## src/design/rwb_pkg.sv

```systemverilog
`default_nettype none
// ----------------------------------------------------------------------------
// rwb_pkg: shared types for the reorder buffer with wakeup
// Request codes and the command group that runs between controller and
// datapath.
// ----------------------------------------------------------------------------
package rwb_pkg;

  // Request codes. Code 7 is unused and only reports status.
  typedef enum logic [2:0] {
    REQ_INSERT      = 3'd0,
    REQ_MARK_ISSUED = 3'd1,
    REQ_MARK_DONE   = 3'd2,
    REQ_WAKEUP      = 3'd3,
    REQ_REMOVE      = 3'd4,
    REQ_CHECK       = 3'd5,
    REQ_FLUSH       = 3'd6
  } rwb_req_t;

  // Commands from the controller to the datapath.
  typedef struct packed {
    logic capture;  // latch the request and read the head number
    logic exec;     // carry out the latched request
  } rwb_cmd_t;

endpackage : rwb_pkg
`default_nettype wire

```

## src/design/rwb_ctrl.sv

```systemverilog
`default_nettype none
// ----------------------------------------------------------------------------
// rwb_ctrl: request sequencer
// Steps each accepted request through execute and response cycles.
// ----------------------------------------------------------------------------
module rwb_ctrl
  import rwb_pkg::*;
(
  input  wire logic     clk,
  input  wire logic     rst_n,
  input  wire logic     start,
  output rwb_cmd_t      cmd,
  output logic          busy,
  output logic          out_valid
);

  typedef enum logic [2:0] {
    ST_IDLE = 3'b001,
    ST_EXEC = 3'b010,
    ST_RESP = 3'b100
  } state_t;

  state_t state_r, state_nxt;
  logic   accept;

  // A new request may be taken while the previous result is shown.
  assign busy   = (state_r == ST_EXEC);
  assign accept = start && !busy;

  always_comb begin
    state_nxt = state_r;
    unique case (state_r)
      ST_IDLE: begin
        if (accept) state_nxt = ST_EXEC;
      end
      ST_EXEC: begin
        state_nxt = ST_RESP;
      end
      ST_RESP: begin
        state_nxt = accept ? ST_EXEC : ST_IDLE;
      end
      default: begin
        state_nxt = ST_IDLE;
      end
    endcase
  end

  always_ff @(posedge clk) begin
    if (!rst_n) begin
      state_r <= ST_IDLE;
    end else begin
      state_r <= state_nxt;
    end
  end

  assign cmd.capture = accept;
  assign cmd.exec    = (state_r == ST_EXEC);
  assign out_valid   = (state_r == ST_RESP);

endmodule : rwb_ctrl
`default_nettype wire

```

## src/design/rwb_datapath.sv

```systemverilog
`default_nettype none
// ----------------------------------------------------------------------------
// rwb_datapath: entry storage, pointers and result registers
// Flags and source fields sit in flip-flops for the parallel wakeup; the
// instruction numbers sit in a memory read at the head.
// ----------------------------------------------------------------------------
module rwb_datapath
  import rwb_pkg::*;
#(
  parameter int ROB_DEPTH = 32,
  parameter int NUM_WIDTH = 32
) (
  input  wire logic              clk,
  input  wire logic              rst_n,
  input  wire rwb_cmd_t          cmd,
  input  wire logic [2:0]        in_req_type,
  input  wire logic [4:0]        in_tag,
  input  wire logic [31:0]       in_inst_num,
  input  wire logic signed [5:0] in_src1_tag,
  input  wire logic              in_src1_ready,
  input  wire logic signed [5:0] in_src2_tag,
  input  wire logic              in_src2_ready,
  output logic [4:0]             out_alloc_index,
  output logic                   out_insert_done,
  output logic                   out_tag_ready,
  output logic                   out_removed,
  output logic [31:0]            out_inst_num,
  output logic signed [5:0]      out_src1_tag,
  output logic                   out_src1_ready,
  output logic signed [5:0]      out_src2_tag,
  output logic                   out_src2_ready,
  output logic                   out_head_ready,
  output logic                   out_space_free
);

  localparam int PTR_W = (ROB_DEPTH > 1) ? $clog2(ROB_DEPTH) : 1;
  localparam int IDX_W = (PTR_W > 5) ? PTR_W : 5;
  localparam int NUM_X = (NUM_WIDTH > 32) ? NUM_WIDTH : 32;
  localparam logic [PTR_W-1:0] LAST_PTR = PTR_W'(ROB_DEPTH - 1);

  // Latched request.
  rwb_req_t       req_r;
  logic [4:0]     tag_r;
  logic [31:0]    num_in_r;
  logic [5:0]     s1_tag_in_r, s2_tag_in_r;
  logic           s1_rdy_in_r, s2_rdy_in_r;

  // Entry state.
  logic [ROB_DEPTH-1:0] valid_r, valid_nxt;
  logic [ROB_DEPTH-1:0] issued_r, issued_nxt;
  logic [ROB_DEPTH-1:0] done_r, done_nxt;
  logic [ROB_DEPTH-1:0] live_r, live_nxt;   // number written and not retired
  logic [5:0]           s1_tag_r [ROB_DEPTH];
  logic [5:0]           s2_tag_r [ROB_DEPTH];
  logic [ROB_DEPTH-1:0] s1_rdy_r, s1_rdy_nxt;
  logic [ROB_DEPTH-1:0] s2_rdy_r, s2_rdy_nxt;
  logic [PTR_W-1:0]     head_r, head_nxt, tail_r, tail_nxt;

  logic [NUM_WIDTH-1:0] num_mem [ROB_DEPTH];
  logic [NUM_WIDTH-1:0] rd_num_r;
  logic                 rd_live_r;

  // Results.
  logic [4:0]  alloc_r, alloc_nxt;
  logic        ins_r, ins_nxt, trdy_r, trdy_nxt, rem_r, rem_nxt;
  logic [31:0] onum_r, onum_nxt;
  logic [5:0]  os1_tag_r, os1_tag_nxt, os2_tag_r, os2_tag_nxt;
  logic        os1_rdy_r, os1_rdy_nxt, os2_rdy_r, os2_rdy_nxt;

  logic [IDX_W-1:0] tag_ext, tail_ext;
  logic [PTR_W-1:0] tag_idx;
  logic             tag_ok, space, wr_insert;
  logic [NUM_X-1:0] num_wr_ext, num_rd_ext;
  logic [5:0]       wake_tag;

  assign tag_ext    = IDX_W'(tag_r);
  assign tag_idx    = tag_ext[PTR_W-1:0];
  assign tag_ok     = ({27'd0, tag_r} < 32'(ROB_DEPTH));
  assign tail_ext   = IDX_W'(tail_r);
  assign space      = (head_r != tail_r) || !valid_r[tail_r];
  assign wr_insert  = cmd.exec && (req_r == REQ_INSERT) && space;
  assign num_wr_ext = NUM_X'(num_in_r);
  assign num_rd_ext = NUM_X'(rd_num_r);
  assign wake_tag   = {1'b0, tag_r};   // a source tag of -1 never matches

  always_ff @(posedge clk) begin
    if (cmd.capture) begin
      req_r       <= rwb_req_t'(in_req_type);
      tag_r       <= in_tag;
      num_in_r    <= in_inst_num;
      s1_tag_in_r <= in_src1_tag;
      s1_rdy_in_r <= in_src1_ready;
      s2_tag_in_r <= in_src2_tag;
      s2_rdy_in_r <= in_src2_ready;
      rd_num_r    <= num_mem[head_r];
      rd_live_r   <= live_r[head_r];
    end
    if (wr_insert) begin
      num_mem[tail_r]  <= num_wr_ext[NUM_WIDTH-1:0];
      s1_tag_r[tail_r] <= s1_tag_in_r;
      s2_tag_r[tail_r] <= s2_tag_in_r;
    end
  end

  always_comb begin
    valid_nxt   = valid_r;
    issued_nxt  = issued_r;
    done_nxt    = done_r;
    live_nxt    = live_r;
    s1_rdy_nxt  = s1_rdy_r;
    s2_rdy_nxt  = s2_rdy_r;
    head_nxt    = head_r;
    tail_nxt    = tail_r;
    alloc_nxt   = '0;
    ins_nxt     = 1'b0;
    trdy_nxt    = 1'b0;
    rem_nxt     = 1'b0;
    onum_nxt    = '0;
    os1_tag_nxt = '0;
    os1_rdy_nxt = 1'b0;
    os2_tag_nxt = '0;
    os2_rdy_nxt = 1'b0;
    unique case (req_r)
      REQ_INSERT: begin
        alloc_nxt = tail_ext[4:0];
        if (space) begin
          ins_nxt            = 1'b1;
          valid_nxt[tail_r]  = 1'b1;
          live_nxt[tail_r]   = 1'b1;
          s1_rdy_nxt[tail_r] = s1_rdy_in_r;
          s2_rdy_nxt[tail_r] = s2_rdy_in_r;
          tail_nxt = (tail_r == LAST_PTR) ? '0 : tail_r + 1'b1;
        end
      end
      REQ_MARK_ISSUED: begin
        if (tag_ok && valid_r[tag_idx] && !issued_r[tag_idx]) issued_nxt[tag_idx] = 1'b1;
      end
      REQ_MARK_DONE: begin
        if (tag_ok && valid_r[tag_idx] && issued_r[tag_idx]) done_nxt[tag_idx] = 1'b1;
      end
      REQ_WAKEUP: begin
        for (int i = 0; i < ROB_DEPTH; i++) begin
          if (valid_r[i] && (s1_tag_r[i] == wake_tag)) s1_rdy_nxt[i] = 1'b1;
          if (valid_r[i] && (s2_tag_r[i] == wake_tag)) s2_rdy_nxt[i] = 1'b1;
        end
      end
      REQ_REMOVE: begin
        onum_nxt    = rd_live_r ? num_rd_ext[31:0] : 32'd0;
        os1_tag_nxt = s1_tag_r[head_r];
        os1_rdy_nxt = s1_rdy_r[head_r];
        os2_tag_nxt = s2_tag_r[head_r];
        os2_rdy_nxt = s2_rdy_r[head_r];
        if (valid_r[head_r] && done_r[head_r]) begin
          rem_nxt            = 1'b1;
          valid_nxt[head_r]  = 1'b0;
          issued_nxt[head_r] = 1'b0;
          done_nxt[head_r]   = 1'b0;
          live_nxt[head_r]   = 1'b0;
          head_nxt = (head_r == LAST_PTR) ? '0 : head_r + 1'b1;
        end
      end
      REQ_CHECK: begin
        trdy_nxt = tag_ok && valid_r[tag_idx] && done_r[tag_idx];
      end
      REQ_FLUSH: begin
        valid_nxt  = '0;
        issued_nxt = '0;
        done_nxt   = '0;
        head_nxt   = '0;
        tail_nxt   = '0;
      end
      default: begin
      end
    endcase
  end

  always_ff @(posedge clk) begin
    if (!rst_n) begin
      valid_r  <= '0;
      issued_r <= '0;
      done_r   <= '0;
      live_r   <= '0;
      head_r   <= '0;
      tail_r   <= '0;
    end else if (cmd.exec) begin
      valid_r  <= valid_nxt;
      issued_r <= issued_nxt;
      done_r   <= done_nxt;
      live_r   <= live_nxt;
      head_r   <= head_nxt;
      tail_r   <= tail_nxt;
    end
  end

  always_ff @(posedge clk) begin
    if (cmd.exec) begin
      s1_rdy_r  <= s1_rdy_nxt;
      s2_rdy_r  <= s2_rdy_nxt;
      alloc_r   <= alloc_nxt;
      ins_r     <= ins_nxt;
      trdy_r    <= trdy_nxt;
      rem_r     <= rem_nxt;
      onum_r    <= onum_nxt;
      os1_tag_r <= os1_tag_nxt;
      os1_rdy_r <= os1_rdy_nxt;
      os2_tag_r <= os2_tag_nxt;
      os2_rdy_r <= os2_rdy_nxt;
    end
  end

  assign out_alloc_index = alloc_r;
  assign out_insert_done = ins_r;
  assign out_tag_ready   = trdy_r;
  assign out_removed     = rem_r;
  assign out_inst_num    = onum_r;
  assign out_src1_tag    = os1_tag_r;
  assign out_src1_ready  = os1_rdy_r;
  assign out_src2_tag    = os2_tag_r;
  assign out_src2_ready  = os2_rdy_r;
  // Status is read from the updated state while the result is shown.
  assign out_head_ready  = valid_r[head_r] && done_r[head_r];
  assign out_space_free  = space;

endmodule : rwb_datapath
`default_nettype wire

```

## src/design/reorder_buffer_with_wakeup.sv

```systemverilog
`default_nettype none
// ----------------------------------------------------------------------------
// reorder_buffer_with_wakeup: circular reorder buffer with source wakeup
// One request per item: insert, mark issued, mark done, wakeup, remove
// head, check ready or flush; each request gives exactly one result.
// ----------------------------------------------------------------------------
// Usage. A request is taken at a rising edge where start is high and busy is
// low. The request is executed in the following cycle, during which busy is
// high. In the cycle after that the result appears on the out_ ports with
// out_valid high for exactly that one cycle; the receiver cannot stall it and
// must take it then. Since busy is already low while the result is shown, a
// new request can be taken in that same cycle; each request still passes
// through the single execute step that updates the entry flags, after the
// registered read of the instruction number memory. Fields that do not
// belong to a request read as zero. Head-ready and free-space status always
// describe the buffer after the request. Reset (synchronous, rst_n low)
// clears the valid, issued, done and live flags and both pointers at once;
// no clearing pass is needed, so a request may follow straight away.
// ----------------------------------------------------------------------------
module reorder_buffer_with_wakeup
  import rwb_pkg::*;
#(
  parameter int ROB_DEPTH = 32,
  parameter int NUM_WIDTH = 32
) (
  input  wire logic              clk,
  input  wire logic              rst_n,
  input  wire logic              start,
  output logic                   busy,
  input  wire logic [2:0]        in_req_type,
  input  wire logic [4:0]        in_tag,
  input  wire logic [31:0]       in_inst_num,
  input  wire logic signed [5:0] in_src1_tag,
  input  wire logic              in_src1_ready,
  input  wire logic signed [5:0] in_src2_tag,
  input  wire logic              in_src2_ready,
  output logic                   out_valid,
  output logic [4:0]             out_alloc_index,
  output logic                   out_insert_done,
  output logic                   out_tag_ready,
  output logic                   out_removed,
  output logic [31:0]            out_inst_num,
  output logic signed [5:0]      out_src1_tag,
  output logic                   out_src1_ready,
  output logic signed [5:0]      out_src2_tag,
  output logic                   out_src2_ready,
  output logic                   out_head_ready,
  output logic                   out_space_free
);

  rwb_cmd_t cmd;

  // The controller sequences each request; the datapath holds the entries.
  rwb_ctrl u_ctrl (
    .clk       (clk),
    .rst_n     (rst_n),
    .start     (start),
    .cmd       (cmd),
    .busy      (busy),
    .out_valid (out_valid)
  );

  rwb_datapath #(
    .ROB_DEPTH (ROB_DEPTH),
    .NUM_WIDTH (NUM_WIDTH)
  ) u_datapath (
    .clk             (clk),
    .rst_n           (rst_n),
    .cmd             (cmd),
    .in_req_type     (in_req_type),
    .in_tag          (in_tag),
    .in_inst_num     (in_inst_num),
    .in_src1_tag     (in_src1_tag),
    .in_src1_ready   (in_src1_ready),
    .in_src2_tag     (in_src2_tag),
    .in_src2_ready   (in_src2_ready),
    .out_alloc_index (out_alloc_index),
    .out_insert_done (out_insert_done),
    .out_tag_ready   (out_tag_ready),
    .out_removed     (out_removed),
    .out_inst_num    (out_inst_num),
    .out_src1_tag    (out_src1_tag),
    .out_src1_ready  (out_src1_ready),
    .out_src2_tag    (out_src2_tag),
    .out_src2_ready  (out_src2_ready),
    .out_head_ready  (out_head_ready),
    .out_space_free  (out_space_free)
  );

  // A taken request always leads to the execute cycle.
  a_accept_exec: assert property (@(posedge clk) disable iff (!rst_n)
    (start && !busy) |=> busy)
    else $error("taken request did not enter execution");

  // Every execute cycle is followed by exactly one result strobe.
  a_exec_result: assert property (@(posedge clk) disable iff (!rst_n)
    busy |=> (out_valid && !busy))
    else $error("execution not followed by a result");

  // A result is only shown after an execute cycle.
  a_result_source: assert property (@(posedge clk) disable iff (!rst_n)
    out_valid |-> $past(busy))
    else $error("result strobe without a preceding execution");

endmodule : reorder_buffer_with_wakeup
`default_nettype wire

```

## config.mk

```make
export PLATFORM = sky130hd
export DESIGN_NAME = reorder_buffer_with_wakeup
export DESIGN_NICKNAME = d
export VERILOG_FILES = /design/src/design/rwb_pkg.sv /design/src/design/rwb_ctrl.sv /design/src/design/rwb_datapath.sv /design/src/design/reorder_buffer_with_wakeup.sv
export SDC_FILE = /design/constraint.sdc
export NUM_CORES = 2
export LEC_CHECK = 0
export ABC_CLOCK_PERIOD_IN_PS = 5900
export BUFFER_PORTS_ARGS = -buffer_cell sky130_fd_sc_hd__buf_2
export CORE_MARGIN = 1.5
export CORE_UTILIZATION = 57
export CTS_CLUSTER_DIAMETER = 150
export DETAILED_ROUTE_END_ITERATION = 8
export GPL_TIMING_DRIVEN = 0
export PLACE_DENSITY_LB_ADDON = 0.25
export SLEW_MARGIN = 25
export SYNTH_ARGS = -nofsm -noshare
export SYNTH_HDL_FRONTEND = slang
export SYNTH_HIERARCHICAL = 1
export SYNTH_SLANG_ARGS = --single-unit
```

## constraint.sdc

```tcl
create_clock -name clk -period 5.9 [get_ports clk]
set_clock_uncertainty 0.15 [all_clocks]
set_input_delay 0.59 -clock clk [delete_from_list [all_inputs] [get_ports clk]]
set_output_delay 0.59 -clock clk [all_outputs]
set_load 0.02 [all_outputs]
```

Word level (Yosys, flattened, before mapping)
Memory sizes are Yosys's and may differ from the RTL's. A register that Yosys moved wholly into a read port is not among the register bits.
Index checks and enable logic that the tools add are counted.
{ "word_totals": {"reg_bits": 302, "mem_bits_rw": 1408, "inputBits": 57, "output_inout_bits": 58, "memories": 3} }
{ "op_classes": {"add_sub_neg": 2, "magnitude_cmp": 6, "n_eq_ne": 145, "mux": 119, "bitwise_logic": 9, "reduce_logical": 159} }
{ "mem_list": {"columns": ["name", "depth", "width", "read_ports", "rd_clocked_by_memory_dff", "write_ports", "line", "rtl"], "rows": [
  ["u_datapath.num_mem", 32, 32, 1, 1, 1, "rwb_datapath.sv:59", "logic [NUM_WIDTH-1:0] num_mem [ROB_DEPTH];"],
  ["u_datapath.s1_tag_r", 32, 6, 33, 1, 1, "rwb_datapath.sv:53", "logic [5:0] s1_tag_r [ROB_DEPTH];"],
  ["u_datapath.s2_tag_r", 32, 6, 33, 1, 1, "rwb_datapath.sv:54", "logic [5:0] s2_tag_r [ROB_DEPTH];"]
]} }
{ "op_table": {"columns": ["operator", "n"], "rows": [
  ["$eq A6 B5 Y1", 64],
  ["$mux W32", 10],
  ["$pmux W32 S3", 3],
  ["$reduce_and A4 Y1", 68],
  ["$pmux W32 S2", 3],
  ["$ne A2 B1 Y1 const B", 68],
  ["$and A32 B32 Y32", 4],
  ["$or A32 B32 Y32", 4],
  ["$mux W1", 80],
  ["$logic_and A1 B1 Y1", 74],
  ["$bwmux W32", 2],
  ["$bmux W1 S5", 9],
  ["$not A32 Y32", 1],
  ["$mux W5", 4],
  ["$pmux W5 S2", 2],
  ["$lt A5 B6 Y1 const B", 3],
  ["$demux W1 S5", 3],
  ["$ge A5 B1 Y1 const B", 3],
  ["$eq A3 B3 Y1 const B", 4],
  ["$add A5 B1 Y5 const B", 2],
  ["$eq A5 B5 Y1 const B", 2],
  ["$eq A3 B2 Y1 const B", 3],
  ["$pmux W3 S3", 1],
  ["$reduce_bool A3 Y1", 3],
  ["11 further kinds", 20]
]} }

Depth between registers and ports, before layout
{ "depth": {"ltp_word": 8, "ltp_mapped": 12, "depth_no_buf": 8} }

Hierarchy
Netlist, hierarchy kept.
{ "by_module_without_submodules": {"columns": ["module", "n_inst", "cells_per_inst", "area_each_um2"], "rows": [
  ["rwb_datapath", 1, 4162, 73096.4],
  ["rwb_ctrl", 1, 13, 152.6]
]} }

Least setup slack after synthesis
No wires, ideal clock.
{ "synth_timing": {"kind": "register to register", "start": "register u_datapath.tail_r[0], in the netlist u_datapath/tail_ext[0]", "end": "memory u_datapath.num_mem[10][0], enable pin", "setup_time_ns": 0.500, "arrival_time_ns": 5.259, "slack_ns": -0.009, "stages_incl_launch_ff": 10, "synth_period_minus_slack_ns": 5.909, "cell_sequence": "dfxtp_1 -> buf_2 -> mux4_2 -> mux2i_1 -> o221ai_1 -> o21ai_2 -> nand3_2 -> buf_4 -> buf_2 -> nor3_1"} }
{ "synth_via": {"elab_chain_cells": 7} }
{ "synth_rtl": {"columns": ["item", "line", "rtl"], "rows": [
  ["from (decl)", "rwb_datapath.sv:57", "logic [PTR_W-1:0] head_r, head_nxt, tail_r, tail_nxt;"],
  ["from (signal assigned)", "rwb_datapath.sv:191", "tail_r <= tail_nxt;"],
  ["$bmux W1 S5", "rwb_datapath.sv:80", "assign space = (head_r != tail_r) || !valid_r[tail_r];"],
  ["$mux W1 (not written as such)", "rwb_datapath.sv:80", null],
  ["$logic_not A1 Y1", "rwb_datapath.sv:80", null],
  ["$logic_or A1 B1 Y1 *", "rwb_datapath.sv:80", null],
  ["via out_space_free", "reorder_buffer_with_wakeup.sv:48", "output logic out_space_free"],
  ["$logic_and A1 B1 Y1 *", "rwb_datapath.sv:81", "assign wr_insert = cmd.exec && (req_r == REQ_INSERT) && space;"],
  ["$mux W1 *", "rwb_datapath.sv:98", "if (wr_insert) begin"],
  ["$mux W1 (not written as such) *", "rwb_datapath.sv:99", "num_mem[tail_r] <= num_wr_ext[NUM_WIDTH-1:0];"],
  ["to (decl)", "rwb_datapath.sv:59", null]
]} }
The timed path passes the listed nets; every way through them passes the cells marked *. The select of a mux whose other input is x is not followed.

==> impl_metrics.ini <==
[place]
dpl.hpwl_um = 180000
numPortBuffers = 114
post-place-cells = 6173
routabilityCongestion = 1.02
preCtsSetupSlack_ns = 0.900

[grt]
residual_overflow_from_global_routing = 0
initial_antenna_violation_count = 10
grt_pass1_vias = 45790
global_route.usage.total = 0.401
grt_pass1_wl_um = 358000
maximum_number_of_pins_on_one_net_before_global_route_repair = 56

[die]
pin_count = 115
die-area_sq_mm = 0.131
initial_core_util = 0.574
dieHeight_um = 361
design.core.area_sq_mm = 0.128
die_w_um = 361
fp-row-count = 131

[route]
final_antenna_net_count = 0
drt-total-wl_um = 261000
drtPass1Iterations = 8
drt_drc_violations_left = 0
post_drt_via_cell_ratio = 7.22
routed_wire_length_per_instance_um = 39.8
num_vias = 47372
detailedRoute.firstIterationViolations = 8846

[power_and_ir_drop]
total_power_w = 0.0256
power.leakage_nw = 27.3
ir_drop_worst_vdd_uv = 292
power_per_cell_area_mw_per_mm2 = 301

[setup_path]
critPathMostFrequentCell = clkbuf_1
critical-path-max-stage-delay_ns = 0.93
worstReg2RegStart = u_datapath/head_r[2]$_SDFFE_PN0P_
ff2ff_setup_slack_ns = 0.90
path_buf_inv = 4
cp_cell_sequence = clkbuf_1 > clkinv_1 > nand2_1 > nor2_2 > clkbuf_1 > clkbuf_2 > a22oi_1 > a31oi_1
cp.required_ns = 6.25
cp-end-kind = flop
r2r_end = u_datapath/out_src2_tag[0]$_SDFFCE_PN0P_
crit_path_max_fanout = 10
start_kind = flop
critical_path.top_delay_family = buffers and inverters
r2r_cells = 8
worst-endpoint-arrival_ns = 5.35
worstSetupPathType = flop to flop
cpMaxStageDelayCell = clkbuf_1

[sta]
rsz0062_at_grt = false
finalHoldWorstSlack_ns = 0.0748
setup_violations = 0
final_hold_viol_count = 0
final.setup.worst_slack_ns = 0.896
slew_headroom = 0.194
post-route-min-period_ns = 5.00
period_share = 0.848
setup_total_negative_slack_ns = 0
fin_max_slew_vios = 0
timing.fmax_ghz = 0.200
worst_slew_pin_slew_ns = 1.21

[cts]
clk_latency_ns = 0.85
cts_htree_levels = 4
clock_sink_count = 1754
clk_pin_slew_ns = 0.06
number_of_buffers_added_by_the_clock_tree_synthesis_step = 175
tritoncts = yes
post_cts_setup_inserts = 0
clock-root-buffer = clkbuf_16
max-clock-path-buffers = 3

[layout]
area_growth_synth_to_finish_pct = 16.4
largest_registers = u_datapath/num_mem (1024), u_datapath/s1_tag_r (192), u_datapath/s2_tag_r (192)
finalNetCount = 4816
post_layout_cell_count = 6558
final_common_cell = edfxtp_1
post_route_cells_drive_above_1_share = 0.249
largest-register = u_datapath/num_mem
largest_register_ff_count = 1024
layout.cells.most_common_list = 1613 x edfxtp_1, 397 x mux4_2, 258 x xor2_1, 218 x buf_2, 178 x clkbuf_16

[synth]
ys_async_sr_fraction = 0
mappedNetlistArea_sq_mm = 0.0732
syn-mean-instance-area_sq_um = 17.5
postSynthCellCount = 4175
synth_warnings = 6
synth_nets = 4242
yosys_most_used_dff = edfxtp_1
netlist-cell-type-count = 72
synth.yosys.seq_area_share = 0.700
synth_seq_cells = 1754
number_of_enable_type_register_cells_in_the_synthesized_netlist = 1613

[hold_path]
hold_path_startpoint = start
hold_path_class = primary input to flop
hold_path_end = u_ctrl/state_r[0]$_SDFFE_PN1P_
hold_depth = 3

[status]
outcome = completed

[flow_run]
maxCapViolCount = 0
==> tightest hold or removal path, stage by stage <==
cell	delay [ns]
buf_2	0.10
and4bb_1	0.22
o31ai_2	0.07
==> how the worst max path moves through the flow <==
stage,end,depth (start not counted),from
final,u_datapath/out_src2_tag[0]$_SDFFCE_PN0P_,8,u_datapath/head_r[2]$_SDFFE_PN0P_
after global routing,u_datapath/num_mem[10][5]$_DFFE_PP_,11,u_ctrl/state_r[1]$_SDFFE_PN0P_
after CTS,u_datapath/num_mem[10][5]$_DFFE_PP_,11,u_ctrl/state_r[1]$_SDFFE_PN0P_
after detailed placement,u_datapath/num_mem[10][22]$_DFFE_PP_,11,u_ctrl/state_r[1]$_SDFFE_PN0P_
after global placement,u_datapath/num_mem[15][14]$_DFFE_PP_,5,u_ctrl/state_r[1]$_SDFFE_PN0P_
after floorplan,u_datapath/num_mem[10][0]$_DFFE_PP_,9,u_datapath/tail_ext[0]$_SDFFE_PN0P_
==> cells by family (layout without fill, tap and decap cells) <==
group / count (synthesis) / count (layout) / synth area share
other: 0 / 5 / 0
flip-flops: 1754 / 1754 / 0.700
AO/OA/AOI/OAI: 539 / 539 / 0.0526
adder cells (fa/ha/maj): 10 / 10 / 0.00171
buffers and inverters: 312 / 1028 / 0.0194
XOR/XNOR: 325 / 325 / 0.0389
multiplexers: 471 / 471 / 0.132
AND/OR/NAND/NOR: 764 / 764 / 0.0553
==> synthesized netlist by cell type (52+ instances only) <==
cell type     n  area (sq um)
a21oi_1      81           405
a22oi_1     157          1180
a32o_1       63           631
buf_1        52           195
buf_2        88           440
clkbuf_1    131           492
dfxtp_1     141          2820
edfxtp_1   1613         48400
mux2i_1      66           661
mux4_2      397          8940
nand2_1     175           657
nand3_1     133           666
nand4b_1     65           569
nor2_1      125           469
nor4_1       67           419
o21ai_0      95           475
xnor2_1      67           587
xor2_1      258          2260
==> per-stage QoR <==
stage	util	instance area (sq um)
2_1_floorplan	-	73200
3_3_place_gp	0.595	75900
3_5_place_dp	0.618	78800
4_1_cts	0.668	85100
5_1_grt	0.668	85200
6_report	0.668	85200
==> area by class of cell <==
cell class                 count  area, sq um
antenna                        5         12.5
buffer                       294         1430
clock buffer                 222         4670
clock inverter                97         1130
fill                        8475        42300
inverter                      18         67.6
multi-input combinational   2109        20800
sequential                  1754        51300
tap                         1662         2080
timing repair buffer         397         3800
==> report_power, final <==
part           internal [W]  switching (W)  leakage, nW  total [W]
registers            0.0136       0.000136         15.7     0.0137
logic              0.000185       0.000393         8.81   0.000578
clock network       0.00632        0.00497         2.80     0.0113
total                0.0201        0.00550         27.3     0.0256
==> per-layer routing <==
layer | vias up | global-route usage | part of all wire | routed length (um)
li1 | 18137 | - | - | -
met1 | 24190 | 0.552 | 0.35 | 92700
met2 | 4244 | 0.585 | 0.44 | 115000
met3 | 791 | 0.111 | 0.14 | 36800
met4 | 10 | 0.220 | 0.064 | 16800
met5 | - | 0 | 0.00026 | 68
==> repair_timing <==
action / 4_1_cts / 5_1_grt
setup endpoints to repair: 0 / 0
hold endpoints to repair: 56 / 0
gates resized for setup: 0 / 0
hold buffers: 55 / 0
(Power assumes the default switching activity.)
